<file path="config.mk">
export PLATFORM = sky130hd
export DESIGN_NAME = dfs_discovery_finish_times
export DESIGN_NICKNAME = d
export VERILOG_FILES = /design/src/dfst_pkg.sv /design/src/dfs_discovery_finish_times.sv
export SDC_FILE = /design/constraint.sdc
export NUM_CORES = 1
export LEC_CHECK = 0
export BUFFER_PORTS_ARGS = -buffer_cell sky130_fd_sc_hd__clkbuf_2
export CAP_MARGIN = 20
export CORE_UTILIZATION = 53
export CTS_CLUSTER_SIZE = 30
export DETAILED_ROUTE_END_ITERATION = 10
export PLACE_DENSITY = 0.72
export REMOVE_ABC_BUFFERS = 1
export SETUP_SLACK_MARGIN = 0.02
export SLEW_MARGIN = 20
export SYNTH_ARGS = -nofsm -noshare
export SYNTH_HDL_FRONTEND = slang
export SYNTH_SLANG_ARGS = --single-unit
</file>
<file path="constraint.sdc">
create_clock -name clk_i -period 6.95 [get_ports clk_i]
set_clock_uncertainty 0.1 [all_clocks]
set_input_delay 1.7375 -clock clk_i [delete_from_list [all_inputs] [get_ports clk_i]]
set_output_delay 1.7375 -clock clk_i [all_outputs]
set_load 0.1 [all_outputs]
</file>
<file path="src/dfst_pkg.sv">
// ---------------------------------------------------------------------------
// dfst_pkg: shared constants and types for the depth-first search block
// Holds the configuration defaults, the command codes and the state encoding.
// ---------------------------------------------------------------------------
`default_nettype none

package dfst_pkg;

  // Default number of vertex slots in the adjacency store.
  localparam int DefaultMaxVertices = 16;

  // Fixed widths of the interface fields.
  localparam int CountWidth = 5;
  localparam int RowIndexWidth = 4;
  localparam int RowBitsWidth = 16;
  localparam int VertexWidth = 4;
  localparam int StampWidth = 6;

  // Vertex count after reset.
  localparam logic [CountWidth-1:0] CountReset = 5'd16;

  // Command codes of an input item.
  typedef enum logic {
    CMD_LOAD = 1'b0,
    CMD_RUN  = 1'b1
  } cmd_e;

  // Sequencer states, one-hot.
  typedef enum logic [5:0] {
    ST_IDLE    = 6'b000001,
    ST_ROOT    = 6'b000010,
    ST_SCAN    = 6'b000100,
    ST_POP     = 6'b001000,
    ST_EM_READ = 6'b010000,
    ST_EM_LOAD = 6'b100000
  } state_e;

endpackage

`default_nettype wire

</file>
<file path="src/dfs_discovery_finish_times.sv">
// ---------------------------------------------------------------------------
// dfs_discovery_finish_times: depth-first search with discovery and finish
// timestamps over a small directed graph held as an adjacency matrix.
// ---------------------------------------------------------------------------
// Usage. Items enter on the input channel (in_valid_i / in_stall_o) and
// results leave on the output channel (out_valid_o / out_stall_i). A load item
// (command 0) writes one adjacency row and gives no result.
// A run item (command 1) walks the graph and then delivers one result per
// vertex in use, in vertex order, with last_o set on the final one. A run
// with a vertex count of zero gives no result.
// A run reads the adjacency memory one row per cycle while the current
// vertex's neighbors are scanned, pausing in each cycle that discovers a
// neighbor; each result is read from the stamp memories and then loaded into
// the output register. The block takes a new item only while the sequencer is idle.
// The vertex count register is written through cfg_we_i / cfg_wdata_i; the
// user must do so only while the block is idle, which the block does not
// enforce. Values above MAX_VERTICES act as MAX_VERTICES. Reset clears the
// adjacency store row by row before the first item and sets the count to 16.
// When the receiver stalls, the finished result holds in the output register
// and the sequencer waits before it loads the next one.
// ---------------------------------------------------------------------------
`default_nettype none

module dfs_discovery_finish_times #(
  parameter int MAX_VERTICES = dfst_pkg::DefaultMaxVertices
) (
  input  wire logic                                   clk_i,
  input  wire logic                                   rst_ni,
  input  wire logic                                   cfg_we_i,
  input  wire logic [dfst_pkg::CountWidth-1:0]        cfg_wdata_i,
  input  wire logic                                   in_valid_i,
  output logic                                        in_stall_o,
  input  wire logic                                   command_i,
  input  wire logic [dfst_pkg::RowIndexWidth-1:0]     row_index_i,
  input  wire logic [dfst_pkg::RowBitsWidth-1:0]      row_bits_i,
  output logic                                        out_valid_o,
  input  wire logic                                   out_stall_i,
  output logic [dfst_pkg::VertexWidth-1:0]            vertex_o,
  output logic [dfst_pkg::StampWidth-1:0]             reach_time_o,
  output logic [dfst_pkg::StampWidth-1:0]             finish_time_o,
  output logic                                        last_o
);

  localparam int VW = $clog2(MAX_VERTICES);
  localparam int NW = VW + 1;
  localparam int SW = dfst_pkg::StampWidth;
  localparam int RW = dfst_pkg::RowBitsWidth;
  localparam logic [5:0] MaxV6 = 6'(MAX_VERTICES);
  localparam logic [NW-1:0] MaxN = NW'(MAX_VERTICES);

  typedef struct packed {
    logic [VW-1:0] vertex;
    logic [NW-1:0] next;
  } stack_entry_t;

  // Memories.
  logic [RW-1:0]     adj_mem  [MAX_VERTICES];
  logic [SW-1:0]     disc_mem [MAX_VERTICES];
  logic [SW-1:0]     fin_mem  [MAX_VERTICES];
  stack_entry_t      stk_mem  [MAX_VERTICES];

  // Control registers.
  dfst_pkg::state_e         state_q, state_d;
  logic [dfst_pkg::CountWidth-1:0] count_q;
  logic [SW-1:0]            clock_q, clock_d;
  logic [VW-1:0]            sp_q, sp_d;
  logic [VW-1:0]            cur_v_q, cur_v_d;
  logic [NW-1:0]            scan_u_q, scan_u_d;
  logic                     rd_valid_q, rd_valid_d;
  logic [VW-1:0]            rd_u_q, rd_u_d;
  logic [NW-1:0]            root_q, root_d;
  logic [NW-1:0]            em_q, em_d;
  logic [NW-1:0]            n_q, n_d;
  logic [MAX_VERTICES-1:0]  visited_q, visited_d;
  logic                     out_valid_q, out_valid_d;
  logic                     clearing_q;
  logic [NW-1:0]            clr_q;

  // Output payload registers.
  logic [dfst_pkg::VertexWidth-1:0] out_vertex_q;
  logic [SW-1:0]            out_reach_q, out_finish_q;
  logic                     out_last_q;
  logic                     out_load;

  // Memory ports.
  logic                     adj_we, adj_re;
  logic [VW-1:0]            adj_waddr, adj_raddr;
  logic [RW-1:0]            adj_wdata, adj_rd_q;
  logic                     disc_we, fin_we, stamp_re;
  logic [VW-1:0]            disc_waddr;
  logic [SW-1:0]            disc_rd_q, fin_rd_q;
  logic                     stk_we, stk_re;
  logic [VW-1:0]            stk_raddr;
  stack_entry_t             stk_wdata, stk_rd_q;

  // Scan helpers.
  logic [4:0]               v5;
  logic                     adj_bit;
  logic                     hit;
  logic [5:0]               n6;
  logic                     in_accept;
  logic                     out_free;

  assign in_accept = in_valid_i && !in_stall_o;
  assign out_free  = !out_valid_q || !out_stall_i;

  // Effective vertex count, clamped to the store size.
  assign n6 = ({1'b0, count_q} > MaxV6) ? MaxV6 : {1'b0, count_q};

  // The neighbor test reads bit cur_v of the row fetched last cycle; rows
  // carry 16 bits, so vertices above 15 never have a listed neighbor.
  assign v5      = 5'(cur_v_q);
  assign adj_bit = !v5[4] && adj_rd_q[v5[3:0]];
  assign hit     = rd_valid_q && adj_bit && !visited_q[rd_u_q];

  always_comb begin
    state_d     = state_q;
    clock_d     = clock_q;
    sp_d        = sp_q;
    cur_v_d     = cur_v_q;
    scan_u_d    = scan_u_q;
    rd_valid_d  = 1'b0;
    rd_u_d      = rd_u_q;
    root_d      = root_q;
    em_d        = em_q;
    n_d         = n_q;
    visited_d   = visited_q;
    out_valid_d = out_valid_q && out_stall_i;
    out_load    = 1'b0;
    adj_we      = 1'b0;
    adj_waddr   = VW'(row_index_i);
    adj_wdata   = row_bits_i;
    adj_re      = 1'b0;
    adj_raddr   = scan_u_q[VW-1:0];
    disc_we     = 1'b0;
    disc_waddr  = cur_v_q;
    fin_we      = 1'b0;
    stamp_re    = 1'b0;
    stk_we      = 1'b0;
    stk_re      = 1'b0;
    stk_raddr   = sp_q - VW'(1);
    stk_wdata   = '{vertex: cur_v_q, next: NW'(rd_u_q) + NW'(1)};
    in_stall_o  = 1'b1;

    // The reset sweep clears one adjacency row per cycle.
    if (clearing_q) begin
      adj_we    = 1'b1;
      adj_waddr = clr_q[VW-1:0];
      adj_wdata = '0;
    end

    case (state_q)
      dfst_pkg::ST_IDLE: begin
        in_stall_o = clearing_q;
        if (in_accept) begin
          if (command_i == dfst_pkg::CMD_LOAD) begin
            adj_we = (6'(row_index_i) < MaxV6);
          end else begin
            clock_d   = '0;
            sp_d      = '0;
            visited_d = '0;
            root_d    = '0;
            n_d       = n6[NW-1:0];
            state_d   = dfst_pkg::ST_ROOT;
          end
        end
      end

      dfst_pkg::ST_ROOT: begin
        if (root_q >= n_q) begin
          em_d    = '0;
          state_d = (n_q == '0) ? dfst_pkg::ST_IDLE : dfst_pkg::ST_EM_READ;
        end else begin
          root_d = root_q + NW'(1);
          if (!visited_q[root_q[VW-1:0]]) begin
            clock_d    = clock_q + SW'(1);
            disc_we    = 1'b1;
            disc_waddr = root_q[VW-1:0];
            visited_d[root_q[VW-1:0]] = 1'b1;
            cur_v_d    = root_q[VW-1:0];
            scan_u_d   = '0;
            state_d    = dfst_pkg::ST_SCAN;
          end
        end
      end

      dfst_pkg::ST_SCAN: begin
        if (hit) begin
          // Discover the neighbor: save the parent and where its scan resumes.
          clock_d    = clock_q + SW'(1);
          disc_we    = 1'b1;
          disc_waddr = rd_u_q;
          visited_d[rd_u_q] = 1'b1;
          stk_we     = 1'b1;
          sp_d       = sp_q + VW'(1);
          cur_v_d    = rd_u_q;
          scan_u_d   = '0;
        end else if (scan_u_q >= n_q && !rd_valid_q) begin
          // No white neighbor left: the vertex finishes.
          clock_d = clock_q + SW'(1);
          fin_we  = 1'b1;
          if (sp_q == '0) begin
            state_d = dfst_pkg::ST_ROOT;
          end else begin
            stk_re  = 1'b1;
            sp_d    = sp_q - VW'(1);
            state_d = dfst_pkg::ST_POP;
          end
        end else if (scan_u_q < n_q) begin
          adj_re     = 1'b1;
          rd_valid_d = 1'b1;
          rd_u_d     = scan_u_q[VW-1:0];
          scan_u_d   = scan_u_q + NW'(1);
        end
      end

      dfst_pkg::ST_POP: begin
        cur_v_d  = stk_rd_q.vertex;
        scan_u_d = stk_rd_q.next;
        state_d  = dfst_pkg::ST_SCAN;
      end

      dfst_pkg::ST_EM_READ: begin
        stamp_re = 1'b1;
        state_d  = dfst_pkg::ST_EM_LOAD;
      end

      dfst_pkg::ST_EM_LOAD: begin
        if (out_free) begin
          out_load    = 1'b1;
          out_valid_d = 1'b1;
          em_d        = em_q + NW'(1);
          state_d     = ((em_q + NW'(1)) == n_q) ? dfst_pkg::ST_IDLE
                                                  : dfst_pkg::ST_EM_READ;
        end
      end

      default: begin
        state_d = dfst_pkg::ST_IDLE;
      end
    endcase
  end

  // Control registers.
  always_ff @(posedge clk_i or negedge rst_ni) begin
    if (!rst_ni) begin
      state_q     <= dfst_pkg::ST_IDLE;
      count_q     <= dfst_pkg::CountReset;
      clock_q     <= '0;
      sp_q        <= '0;
      cur_v_q     <= '0;
      scan_u_q    <= '0;
      rd_valid_q  <= 1'b0;
      rd_u_q      <= '0;
      root_q      <= '0;
      em_q        <= '0;
      n_q         <= '0;
      visited_q   <= '0;
      out_valid_q <= 1'b0;
      clearing_q  <= 1'b1;
      clr_q       <= '0;
    end else begin
      state_q     <= state_d;
      clock_q     <= clock_d;
      sp_q        <= sp_d;
      cur_v_q     <= cur_v_d;
      scan_u_q    <= scan_u_d;
      rd_valid_q  <= rd_valid_d;
      rd_u_q      <= rd_u_d;
      root_q      <= root_d;
      em_q        <= em_d;
      n_q         <= n_d;
      visited_q   <= visited_d;
      out_valid_q <= out_valid_d;
      if (cfg_we_i) begin
        count_q <= cfg_wdata_i;
      end
      if (clearing_q) begin
        clr_q <= clr_q + NW'(1);
        if (clr_q == MaxN - NW'(1)) begin
          clearing_q <= 1'b0;
        end
      end
    end
  end

  // Output payload registers.
  always_ff @(posedge clk_i) begin
    if (out_load) begin
      out_vertex_q <= dfst_pkg::VertexWidth'(em_q[VW-1:0]);
      out_reach_q  <= disc_rd_q;
      out_finish_q <= fin_rd_q;
      out_last_q   <= ((em_q + NW'(1)) == n_q);
    end
  end

  // Adjacency memory.
  always_ff @(posedge clk_i) begin
    if (adj_we) begin
      adj_mem[adj_waddr] <= adj_wdata;
    end
    if (adj_re) begin
      adj_rd_q <= adj_mem[adj_raddr];
    end
  end

  // Discovery and finish stamp memories.
  always_ff @(posedge clk_i) begin
    if (disc_we) begin
      disc_mem[disc_waddr] <= clock_d;
    end
    if (fin_we) begin
      fin_mem[cur_v_q] <= clock_d;
    end
    if (stamp_re) begin
      disc_rd_q <= disc_mem[em_q[VW-1:0]];
      fin_rd_q  <= fin_mem[em_q[VW-1:0]];
    end
  end

  // Walk stack memory.
  always_ff @(posedge clk_i) begin
    if (stk_we) begin
      stk_mem[sp_q] <= stk_wdata;
    end
    if (stk_re) begin
      stk_rd_q <= stk_mem[stk_raddr];
    end
  end

  assign out_valid_o   = out_valid_q;
  assign vertex_o      = out_vertex_q;
  assign reach_time_o  = out_reach_q;
  assign finish_time_o = out_finish_q;
  assign last_o        = out_last_q;

endmodule

`default_nettype wire
</file>
== Yosys cells after proc, flatten, opt, wreduce, memory -nomap -nowiden ==
Memories as Yosys holds them, arrays and structs flattened. A register that Yosys moved wholly into a read port is not among the register bits.
Index checks and enable logic that the tools add are counted.

* Flip-flop bits (word level): 90
* Bits in writable memories: 592
* Output and inout bits: 19
* Memories: 4

* Add/subtract/negate cells: 8
* $lt $le $gt $ge: 9
* Equality and inequality tests: 22
* Mux-type cells: 97
* Bitwise gates (word level): 4
* Reduce and logical (&&, ||, !) cells: 28

{| class="wikitable"
|+ Memories
! name !! depth !! width !! rd ports !! clocked after memory_dff !! wr ports !! line !! text
|-
| adj_mem || 16 || 16 || 1 || 1 || 1 || dfs_discovery_finish_times.sv:57 || <nowiki>logic [RW-1:0] adj_mem [MAX_VERTICES];</nowiki>
|-
| stk_mem || 16 || 9 || 1 || 1 || 1 || dfs_discovery_finish_times.sv:60 || <nowiki>stack_entry_t stk_mem [MAX_VERTICES];</nowiki>
|-
| disc_mem || 16 || 6 || 1 || 1 || 1 || dfs_discovery_finish_times.sv:58 || <nowiki>logic [SW-1:0] disc_mem [MAX_VERTICES];</nowiki>
|-
| fin_mem || 16 || 6 || 1 || 1 || 1 || dfs_discovery_finish_times.sv:59 || <nowiki>logic [SW-1:0] fin_mem [MAX_VERTICES];</nowiki>
|}

{| class="wikitable"
|+ Operators by type and width
! operator !! count
|-
| 16-bit two-way mux || 6
|-
| 6-bit two-way mux || 13
|-
| 5-bit two-way mux || 13
|-
| 16-bit one-hot mux with 3 select lines || 1
|-
| 1-bit two-way mux || 40
|-
| 4-bit two-way mux || 10
|-
| 6-bit one-hot mux with 6 select lines || 1
|-
| 16-bit bitwise OR || 2
|-
| 5-bit by 1-bit adder with 5-bit output, second input constant || 4
|-
| 5-bit one-hot mux with 2 select lines || 2
|-
| 2-bit inequality test, second input constant || 9
|-
| 6-bit one-hot mux with 3 select lines || 1
|-
| 4-bit one-hot mux with 2 select lines || 2
|-
| 4-bit by 5-bit less-than comparator with 1-bit output, second input constant || 3
|-
| 3-bit inequality test, second input constant || 5
|-
| 5-bit one-hot mux with 3 select lines || 1
|-
| 1-bit binary-select mux with 4-bit select || 3
|-
| 4-bit one-hot mux with 3 select lines || 1
|-
| 6-bit AND reduction || 2
|-
| 5-bit greater-or-equal comparator || 2
|-
| 5-bit AND reduction || 2
|-
| 1-bit demux with 4-bit select || 2
|-
| 4-bit by 1-bit greater-or-equal comparator with 1-bit output, second input constant || 2
|-
| 4-bit AND reduction || 2
|-
| other kinds (24) || 39
|}

== Depth between registers and ports, before layout ==
* Depth after elaboration: 8
* Mapped depth: 13
* Gate-level depth less buffers: 9

== Worst setup path before layout ==
OpenSTA, ideal clock, no wires.

* Path type: register to register
* Start point: register scan_u_q[0]
* End point: memory disc_mem[0][5] in the netlist's numbering (data pin)
* Arrival time: 4.605 ns
* Path slack: 1.783 ns
* Cell stages (with the launch flop): 14
* Cells stage by stage: dfrtp_1 clkbuf_1 buf_1 clkbuf_1 inv_1 ha_1 nor2b_1 o21ai_0 a311oi_1 and2_1 or3_1 clkbuf_1 nand4_1 o21ai_0

* Longest elaborated chain between the ends: 5

{| class="wikitable"
|+ Ends and longest elaborated chain
! what !! line !! text
|-
| start, declared || dfs_discovery_finish_times.sv:68 || <nowiki>logic [NW-1:0] scan_u_q, scan_u_d;</nowiki>
|-
| start signal, assigned || dfs_discovery_finish_times.sv:267 || <nowiki>scan_u_q <= scan_u_d;</nowiki>
|-
| 5-bit greater-or-equal comparator || dfs_discovery_finish_times.sv:198 || <nowiki>end else if (scan_u_q >= n_q && !rd_valid_q) begin</nowiki>
|-
| 1-bit logical AND || dfs_discovery_finish_times.sv:198 ||
|-
| 6-bit two-way mux || dfs_discovery_finish_times.sv:198 ||
|-
| 6-bit two-way mux || dfs_discovery_finish_times.sv:188 || <nowiki>if (hit) begin</nowiki>
|-
| 6-bit one-hot mux with 3 select lines || dfs_discovery_finish_times.sv:152 || <nowiki>case (state_q)</nowiki>
|-
| named net clock_d[5] || dfs_discovery_finish_times.sv:65 || <nowiki>logic [SW-1:0] clock_q, clock_d;</nowiki>
|-
| end, declared || dfs_discovery_finish_times.sv:58 ||
|}

The timed path passes the listed nets, and every way through them passes these cells.

== Worst setup path after layout ==
* Start point: register scan_u_q[0]
* End point: memory fin_mem[0][2] in the netlist's numbering (enable)

* Longest elaborated chain between the ends: 7

{| class="wikitable"
|+ Ends and longest elaborated chain
! what !! line !! text
|-
| 5-bit greater-or-equal comparator || dfs_discovery_finish_times.sv:198 ||
|-
| 1-bit logical AND || dfs_discovery_finish_times.sv:198 ||
|-
| 1-bit two-way mux || dfs_discovery_finish_times.sv:198 ||
|-
| 1-bit two-way mux || dfs_discovery_finish_times.sv:188 ||
|-
| 1-bit two-way mux || dfs_discovery_finish_times.sv:152 ||
|-
| 1-bit two-way mux || dfs_discovery_finish_times.sv:312 || <nowiki>if (fin_we) begin</nowiki>
|-
| 1-bit two-way mux (not written as such) || dfs_discovery_finish_times.sv:313 || <nowiki>fin_mem[cur_v_q] <= clock_d;</nowiki>
|-
| end, declared || dfs_discovery_finish_times.sv:59 ||
|}

No other way between the ends.

==> results.json <==
{
  "setup_slack_ns": 2.55,
  "cts-root-buf": "clkbuf_16",
  "p_per_area_nw_per_um2": 374,
  "endpoint_kind": "flop",
  "fin_crit_sh_pct": 63.3,
  "route.detailed.drc": 0,
  "cts.clk_slew.worst_paths_ns": 0.06,
  "row_count": 86,
  "cts_resized": 0,
  "slowest_stage": "dfrtp_4",
  "synthFlopType": "edfxtp_1",
  "rsz0062_at_grt": "no",
  "grt_overflow_total": 0,
  "dp_hpwl_mm": 36.3,
  "cts_hold_buf": 0,
  "postRouteAntennaNets": 0,
  "cts_buffers": 73,
  "max-clock-path-buffers": 3,
  "drt_iter0_drc": 1315,
  "worst_skew_pair.late_latency_ns": 0.62,
  "drv_slew": 0,
  "async_reset_ff_share_pct": 10.2,
  "drive_above_1_share_pct": 22.8,
  "cpPeakStageDelay_ns": 1.01,
  "grt_pass1_vias": 15900,
  "slew-limit-headroom_pct": 30.9,
  "critPathRequiredTime_ns": 7.07,
  "initial_core_util_pct": 53.6,
  "r2r_slack_ns": 2.55,
  "max_clock_freq_mhz": 227,
  "post-cts-setup-buffers": 0,
  "synth_area_per_cell_um2": 17.9,
  "via_per_inst": 6.08,
  "port_buffers": 49,
  "fp.dieH_um": 238,
  "arrival_ns": 4.51,
  "routed_wl_mm": 60.4,
  "yosysWarningCount": 0,
  "wl_per_cell_um": 23.9,
  "cp_max_fo": 51,
  "hp-class": "reg -> reg",
  "synthTopCellsByArea": "edfxtp_1, mux4_2, dfrtp_1",
  "cts_sinks": 719,
  "finalWeightedCongestion": 0.857,
  "die_w_um": 238,
  "fill_cells": 3907,
  "maxCapViolations": 0,
  "die_area_um2": 56600,
  "ioPinCount": 50,
  "timing.critical_path.buf_inv": 1,
  "multi_input_comb_area_um2": 7860,
  "ys_ff_latch": 719,
  "instances_no_fill": 2526,
  "p_leak_nw": 11.1,
  "ys_seq_area_share_pct": 72.0,
  "regArea_um2": 21200,
  "antenna_found_initial": 0,
  "grt_max_degree": 74,
  "syn_area_um2": 29500,
  "track_usage_pct": 22.0,
  "antennaDiodeCount": 0,
  "vias": 15400,
  "placed_area_um2": 30600,
  "synth_edf_count": 646,
  "placed_cells": 2395,
  "cts-htree-levels": 3,
  "preCtsSetupSlack_ns": 2.04,
  "dr.pass1.iters": 5,
  "peakVddDrop_uv": 345,
  "start_kind": "flop",
  "fin_util_pct": 60.1,
  "synth_top_cell_area_share_pct": 65.8,
  "tightestPinTransition_ns": 1.03,
  "cts_tree": "done",
  "final_hold_viol_count": 0,
  "grt_pass1_wl_mm": 93.3,
  "outcome": "finished, final reports clean",
  "yosysTopAreaCell": "edfxtp_1",
  "fin_crit_ns": 4.40,
  "synth_cell_types": 74,
  "setup_viol": 0,
  "area_delta_synth_final_pct": 12.2,
  "cp_top_family": "simple AND/OR/NAND/NOR gates",
  "nets": 1781,
  "synth_cells": 1649,
  "crit_chain": "inv_1 -> ha_1 -> nor2b_1 -> o21ai_0 -> a311oi_2 -> nand2_1 -> or3_1 -> nor3_1",
  "core_um2": 55000,
  "path_class": "reg -> reg",
  "stdcell_area_um2": 33100
}
==> cells in the mapped netlist (19+ instances only) <==
cell      count
nor2_1       69
nand2_1      81
buf_1        20
a21oi_1      44
edfxtp_1    646
o21ai_0      49
mux2_2       19
mux2i_1      69
nor2b_1      25
a22oi_1      19
dfrtp_1      70
ha_1         27
mux4_2      147
o21a_1       21
nor3_1       28
inv_1        26
clkbuf_1     57
nand3_1      47
==> registers in the layout, indices dropped and copies added, names as in the netlist, 5 cells and up <==
signal         flops
count_q            5
clock_q            6
fin_mem           96
disc_rd_q          6
reach_time_o       6
stk_mem          144
clr_q              5
em_q               5
disc_mem          96
state_q            6
visited_q         16
adj_rd_q          16
finish_time_o      6
fin_rd_q           6
root_q             5
stk_rd_q           9
n_q                5
adj_mem          256
scan_u_q           5
==> cells in the final DEF (no fill, tap or decap), types with 6 or more instances in the layout <==
master and n:
and2_1 10, ha_1 27, nor2_2 6, mux2i_1 67, clkinv_2 11, o22ai_1 6, nand4_1 10, nand3_1 47
inv_1 26, xnor2_1 10, bufinv_16 8, o21ai_0 48, a221oi_1 16, a21oi_1 44, o21a_1 21, dfrtp_2 6
nand3b_1 7, nand2_1 81, dfrtp_1 62, clkbuf_2 48, buf_4 39, edfxtp_1 646, nor2b_1 24, nor3_1 25
clkbuf_1 17, nor3_2 6, a22oi_1 19, nor2_1 63, clkinv_1 10, clkbuf_16 74, mux4_2 147, and3_1 10
xor2_1 10, mux2_2 19
==> worst reg2reg max path, cell delays in order, from the launching register on <==
cell and delay, ns:
dfrtp_4 1.01, inv_1 0.27, ha_1 0.26, nor2b_1 0.11, o21ai_0 0.12, a311oi_2 0.70
nand2_1 0.25, or3_1 0.47, nor3_1 0.72
==> power by group <==
group	leakage, nW	total (mW)	switching (mW)	internal (mW)
clock network	1.15	3.88	1.61	2.27
registers	6.91	5.45	0.359	5.09
logic	3.00	3.04	1.70	1.34
==> through the flow <==
step	power [mW]	hold WS, ns	TNS [ns]
6_report	12.4	0.322	0
5_1_grt	12.9	0.323	0
4_1_cts	12.4	0.323	0
3_5_place_dp	8.57	0.308	0
3_3_place_gp	8.49	0.302	0
2_1_floorplan	7.69	0.300	-4.60
==> logic make-up (layout without fill, tap and decap cells) <==
logic type	Yosys count	count (layout)	share of synthesized area, %
XOR/XNOR	20	20	0.594
adder cells (fa/ha/maj)	27	27	1.15
AND/OR/NAND/NOR	326	326	5.59
AO/OA/AOI/OAI	205	205	4.69
multiplexers	236	236	14.3
flip-flops	719	719	72.0
buffers and inverters	116	245	1.60
==> path summary, 6_finish.rpt <==
path                                              start                        end  cells past startpoint
min in group asynchronous                        rst_ni      out_valid_o$_DFF_PN0_                      1
max in group asynchronous                        rst_ni    scan_u_q[0]$_DFFE_PN0P_                      1
worst max-delay path            scan_u_q[0]$_DFFE_PN0P_    fin_mem[0][2]$_DFFE_PP_                      8
worst min register to register   disc_rd_q[5]$_DFFE_PP_  reach_time_o[5]$_DFFE_PP_                      0
worst max register to register  scan_u_q[0]$_DFFE_PN0P_    fin_mem[0][2]$_DFFE_PP_                      8
worst min-delay path             disc_rd_q[5]$_DFFE_PP_  reach_time_o[5]$_DFFE_PP_                      0
==> layout make-up <==
cell class	instances	share of cell area, %
multi-input combinational	814	23.8
tap	748	2.83
clock buffer	91	5.79
timing repair buffer	89	1.71
inverter	26	0.295
sequential	719	64.2
clock inverter	39	1.37
==> metal layers <==
metal / GRT usage (%) / vias up / wire, µm
met1: 28.4 / 7932 / 24100
met5: 0 / - / 0
met4: 7.21 / 0 / 1710
met2: 38.3 / 537 / 31300
met3: 3.60 / 126 / 3190
li1: - / 6772 / -
(Power assumes the default switching activity.)
